### config.mk
export PLATFORM = sky130hd
export DESIGN_NAME = swm_sort_cell
export DESIGN_NICKNAME = d
export VERILOG_FILES = /design/src/hw/rtl/sliding_window_median_defines.svh /design/src/hw/rtl/swm_pkg.sv /design/src/hw/rtl/swm_sort_cell.sv
export SDC_FILE = /design/constraint.sdc
export NUM_CORES = 1
export LEC_CHECK = 0
export BUFFER_PORTS_ARGS = -buffer_cell sky130_fd_sc_hd__buf_2
export CELL_PAD_IN_SITES_DETAIL_PLACEMENT = 0
export CELL_PAD_IN_SITES_GLOBAL_PLACEMENT = 1
export CORE_MARGIN = 3
export CORE_UTILIZATION = 30
export CTS_CLUSTER_SIZE = 20
export DETAILED_ROUTE_END_ITERATION = 8
export PLACE_DENSITY_LB_ADDON = 0.1
export SLEW_MARGIN = 10
export SYNTH_ARGS = -nofsm -noshare
export SYNTH_HDL_FRONTEND = slang
export SYNTH_SLANG_ARGS = --single-unit
### constraint.sdc
create_clock -name clock -period 5.98 [get_ports clock]
set_input_delay 1.196 -clock clock [delete_from_list [all_inputs] [get_ports clock]]
set_output_delay 1.196 -clock clock [all_outputs]
set_load 0.05 [all_outputs]
### src/hw/rtl/sliding_window_median_defines.svh
// Assertion macros for the sliding window median filter.
// Used by the top level; expects signals named clock and reset in scope.
`ifndef SLIDING_WINDOW_MEDIAN_DEFINES_SVH
`define SLIDING_WINDOW_MEDIAN_DEFINES_SVH

// condition holds at every edge out of reset
`define SWM_CHECK(lbl, cond, msg) \
   lbl: assert property (@(posedge clock) disable iff (reset) (cond)) else $error(msg);

// consequent holds in the cycle after the antecedent
`define SWM_CHECK_NEXT(lbl, ante, cons, msg) \
   lbl: assert property (@(posedge clock) disable iff (reset) (ante) |=> (cons)) \
      else $error(msg);

`endif

### src/hw/rtl/swm_pkg.sv
`timescale 1ns / 1ps
// Shared types for the sliding window median filter.
// No dependencies; used by the sorted cell and the top level.
package swm_pkg;

   // status one sorted cell shows its neighbors
   typedef struct packed {
      logic valid;  // holds a sample (after a sequence restart)
      logic lek;    // value <= incoming sample
      logic ltov;   // value < sample leaving the window
   } swm_flag_type;

   // per-transfer control broadcast to every cell
   typedef struct packed {
      logic en;     // input transfer this cycle
      logic wipe;   // register write empties the window
      logic clear;  // new sequence starts with this sample
      logic full;   // window completes, oldest sample leaves
      logic ov_lt;  // leaving sample below incoming one
      logic ov_gt;  // leaving sample above incoming one
   } swm_ctl_type;

endpackage

### src/hw/rtl/swm_sort_cell.sv
`timescale 1ns / 1ps
// One cell of the sorted sample row: holds a value and its valid bit.
// Depends on swm_pkg for the flag and control structs.
module swm_sort_cell import swm_pkg::*; #(
   parameter int SAMPLE_BITS = 32
) (
   input  logic                          clock,
   input  logic                          reset,
   input  swm_ctl_type                   ctl,
   input  logic signed [SAMPLE_BITS-1:0] key,
   input  logic signed [SAMPLE_BITS-1:0] ov,
   input  swm_flag_type                  left_flg,
   input  logic signed [SAMPLE_BITS-1:0] left_val,
   input  swm_flag_type                  right_flg,
   input  logic signed [SAMPLE_BITS-1:0] right_val,
   output swm_flag_type                  flg,
   output logic signed [SAMPLE_BITS-1:0] val
);

   logic signed [SAMPLE_BITS-1:0] val_ff, val_in;
   logic                          valid_ff, valid_in;
   logic                          v_eff;

   always_comb begin
      v_eff    = valid_ff & ~ctl.clear;
      flg.valid = v_eff;
      flg.lek   = v_eff && (val_ff <= key);
      flg.ltov  = v_eff && (val_ff < ov);
      val       = val_ff;
   end

   // Insert the new sample and, when the window completes, drop one copy of the
   // leaving sample. Only cells between the two positions move by one place.
   always_comb begin
      val_in   = val_ff;
      valid_in = valid_ff;
      if (ctl.wipe) begin
         valid_in = 1'b0;
      end else if (ctl.en) begin
         valid_in = v_eff;
         if (!ctl.full) begin
            valid_in = v_eff | left_flg.valid;
            if (!flg.lek && left_flg.lek) begin
               val_in = key;
            end else if (!flg.lek && left_flg.valid) begin
               val_in = left_val;
            end
         end else if (ctl.ov_lt) begin
            if (!flg.ltov && right_flg.lek) begin
               val_in = right_val;
            end else if (flg.lek && !right_flg.lek) begin
               val_in = key;
            end
         end else if (ctl.ov_gt) begin
            if (!flg.lek && left_flg.lek) begin
               val_in = key;
            end else if (!left_flg.lek && left_flg.ltov) begin
               val_in = left_val;
            end
         end
      end
   end

   always_ff @(posedge clock) begin
      if (reset) begin
         valid_ff <= 1'b0;
      end else begin
         valid_ff <= valid_in;
      end
   end

   always_ff @(posedge clock) begin
      val_ff <= val_in;
   end

endmodule

### Yosys cells after proc, flatten, opt, wreduce, memory -nomap -nowiden

Cells that the tools add are included.
Widths: inputs -> output; s select.

* bits of input ports: 142
* output and inout bits: 35
* register bits after elaboration: 33
* word-level logic and storage cells: 35

* reduce and logical (&&, ||, !) cells: 14
* magnitude comparators: 2
* eq/ne operators: 3
* muxes and demuxes: 10
* bitwise gates (word level): 4

Operator list (count)
* $mux 32: 9
* $le 32x32->1: 1
* $lt 32x32->1: 1
* $ne 4x2->1 const B: 2
* $logic_and 1x1->1: 7
* $reduce_and 6->1: 1
* $logic_not 1->1: 4
* $ne 3x3->1 const B: 1
* $reduce_bool 3->1: 1
* $not 1->1: 2
* $reduce_or 2->1: 1
* $and 1x1->1: 1
* $mux 1: 1
* $or 1x1->1: 1

### Logic depth before layout (Yosys ltp)

* depth in word-level cells: 9
* mapped depth: 10
* mapped depth without buffers: 9

### Worst setup path before layout

No wires, ideal clock.

* path kind: input to register
* start: in key[27]
* end: reg val_ff[0] (netlist: val[0]) (enable)
* stages: 9
* buffers on the path: 0
* arrival: 5.741 ns
* path slack: -0.262 ns
* setup time: 0.501 ns
* data required time: 5.479 ns
* cells stage by stage: inv_1 > ha_1 > nand4_1 > nor4_1 > nor2_1 > a31oi_1 > o21ai_0 > o211a_1 > nor4_1

* longest elaborated chain between the ends: 6
* elaborated cells on any way between the ends: 10
* classes of those cells: order compare: 1; eq/ne: 2; reduce/logical: 7

RTL lines
* start: declaration: RTL line swm_sort_cell.sv:10 `input logic signed [SAMPLE_BITS-1:0] key,`
* $le 32x32->1 (*): RTL line swm_sort_cell.sv:27 `flg.lek = v_eff && (val_ff <= key);`
* $logic_and 1x1->1 (*): RTL line swm_sort_cell.sv:27
* $logic_not 1->1: RTL line swm_sort_cell.sv:43, swm_sort_cell.sv:45, swm_sort_cell.sv:55
* $logic_and 1x1->1 (on tied branches): RTL line swm_sort_cell.sv:43, swm_sort_cell.sv:55, swm_sort_cell.sv:45
* $ne 4x2->1 (no line) / $reduce_bool 3->1 (equally long branches)
* $reduce_and 6->1 (no line) (*)
* end signal: assignment: RTL line swm_sort_cell.sv:73 `val_ff <= val_in;`
* end: declaration: RTL line swm_sort_cell.sv:20 `logic signed [SAMPLE_BITS-1:0] val_ff, val_in;`

Every way passes the cells marked *; elsewhere a longest branch is shown, timed or not.
A chain may end at the register's enable or synchronous reset.

==> metrics.csv <==
metric,value,unit
netlist.area_leader.share,27.5,%
grt_pass1_wl,16200,um
synth.net_count,578,
p_switching,0.261,mW
ioPinCount,177,
die_area,13000,um^2
crit_arrival,3.46,ns
grt_pass1_vias,3342,
grt_max_degree,33,
worstSkewPairLatency,0.28,ns
place_hpwl,8900,um
combPwrFrac,33.8,%
p_leak,2.30,nW
clk_pin_slew,0.05,ns
htree_num_levels,2,
min-delay-path-class,flip-flop to flip-flop,
cts_max_path_buffers,2,
drive_gt1_share,35.8,%
yosysSeqAreaShare,28.0,%
gp_congestion,0.804,
core-area,11100,um^2
ys_types,47,
rr_worst_depth,9,
fillers,1160,
setup_violations,0,
clkPwrFrac,30.8,%
crit_fanout,3,
synth_area_leaders,"edfxtp_1 (27%), ha_1 (23%), o221a_1 (9.7%)",
nNetsFinal,752,
synthCells,373,
yosysTopAreaCell,edfxtp_1,
hold_ws,0.555,ns
crit_required,4.78,ns
ys_async_sr_fraction,0,%
cts_tree,built,
grt-ovfl-total,0,
p_int,0.540,mW
synth_edf_count,32,
ant_nets,0,
viasPerCell,4.83,
yosys_most_used_dff,edfxtp_1,
min_period_over_period,77.9,%
ir_worst_vdd,0.108,mV
fp.dieW,114,um
crit_type,input pin to primary output,
status,completed,
area_growth,32.7,%
routed_wl,10400,um
antenna_found_initial,0,
worstMarginPinSlew,0.933,ns
antenna_cells,0,
synth_warnings,0,
powerDensity,172,nW/um^2
track_usage,15.7,%
ys_ff_latch,33,
start_util,31.4,%
drc,0,
rsz0062_at_grt,no,
wl_per_cell,15.1,um
skew,0.00520,ns
fin_tns_setup,0,ns
critPathCaptureType,primary output,
utilization,41.7,%
swShare,32.6,%
clock-sinks,33,
hold_viol_final,0,
drv_slew,0,
critPathLaunchType,input pin,
synth_common_cells,"inv_1 (67), ha_1 (63), nand2b_1 (35)",
cts_root_buf,clkbuf_16,
slew_headroom,37.5,%
synth_area,3500,um^2
num_vias,3317,
pwr-share-seq,35.4,%
synth_area_per_cell,9.38,um^2
cts_made_buffers,5,
core.rowCount,38,
period_needed,4.66,ns
max_cap_viol_count,0,
fmax,215,MHz
whs_path_depth,2,
post-cts-setup-buffer-count,0,
postCtsHoldBufs,0,
drt_iter0_markers,107,
io_buffers,174,
dr.pass1.iters,4,
yosysMostFrequentCell,inv_1,
cts_resized,0,
fp.dieH,114,um
[through the flow]
step | setup WS (ns) | cell area [um^2] | std cells | total power [mW]
detailed placement | 1.19 | 4500 | 680 | 0.562
floorplan | 1.06 | 3500 | 373 | 0.466
finish | 1.32 | 4640 | 687 | 0.801
global placement | 1.21 | 4500 | 680 | 0.558
CTS | 1.23 | 4640 | 687 | 0.816
global route | 1.11 | 4640 | 687 | 0.856
[power by group through the flow]
stage                     registers [mW]  logic, mW  clock network (mW)
after floorplan                    0.323      0.143                   0
after global placement             0.288      0.271                   0
after detailed placement           0.288      0.274                   0
after CTS                          0.283      0.275               0.257
after global routing               0.285      0.305               0.266
final                              0.283      0.271               0.247
[cells in the final DEF, fill, tap and decap left out, types with 2 or more instances in the layout]
| cell type | count |
|---|---|
| nor3_1 | 6 |
| buf_2 | 174 |
| clkbuf_16 | 5 |
| nor4_1 | 3 |
| o221a_1 | 30 |
| a2111o_1 | 2 |
| a32oi_1 | 2 |
| ha_1 | 63 |
| nand3_1 | 4 |
| a21oi_1 | 30 |
| nand4_2 | 2 |
| nand2b_1 | 35 |
| inv_1 | 67 |
| nor2_1 | 11 |
| o221a_2 | 2 |
| nand4_1 | 10 |
| a31oi_1 | 2 |
| buf_4 | 3 |
| nor2b_1 | 3 |
| edfxtp_1 | 32 |
| nand2_1 | 20 |
| o21ai_0 | 9 |
| o21a_1 | 3 |
| o211ai_1 | 3 |
[worst max-delay path: stages]
cell and delay, ns:
buf_2 0.09, inv_1 0.04, ha_1 0.30, nand4_1 0.17
nor4_1 0.51, nor2_1 0.13, a31oi_1 0.37, o21ai_0 0.24
and2_1 0.20, buf_2 0.21
[registers in the layout (all words and copies together), names as in the netlist]
| register | count |
|---|---|
| val | 32 |
| valid_ff | 1 |
[worst paths after layout]
kind | endpoint | from | slack, ns
min | valid_ff$_SDFFE_PP0P_ | valid_ff$_SDFFE_PP0P_ | 0.56
max reg2reg | val[0]$_DFFE_PP_ | val[27]$_DFFE_PP_ | 2.20
max | flg[1] | key[27] | 1.32
min reg2reg | valid_ff$_SDFFE_PP0P_ | valid_ff$_SDFFE_PP0P_ | 0.56
[logic make-up (layout without fill, tap and decap cells)]
kind of cell	count (synthesis)	count (layout)	share of synthesized area [%]
flip-flops	33	33	28.0
buffers and inverters	77	251	9.66
AND/OR/NAND/NOR	102	102	16.4
AO/OA/AOI/OAI	98	98	23.4
adder cells (fa/ha/maj)	63	63	22.5
[cell type report]
class | count | area, um^2 | share of cell area, %
clock inverter | 2 | 11.3 | 0.243
clock buffer | 5 | 125 | 2.70
inverter | 67 | 251 | 5.42
timing repair buffer | 177 | 893 | 19.3
multi-input combinational | 263 | 2200 | 47.5
tap | 140 | 175 | 3.77
sequential | 33 | 981 | 21.1
[routing by layer]
metal	GRT usage (%)	routed length (um)	vias to the layer above
met5	0	0	-
met4	3.09	78	0
met3	3.08	709	6
met2	25.4	4670	111
met1	21.9	4940	1471
li1	-	-	1729
Note: power is estimated with default switching activity, not from simulation.
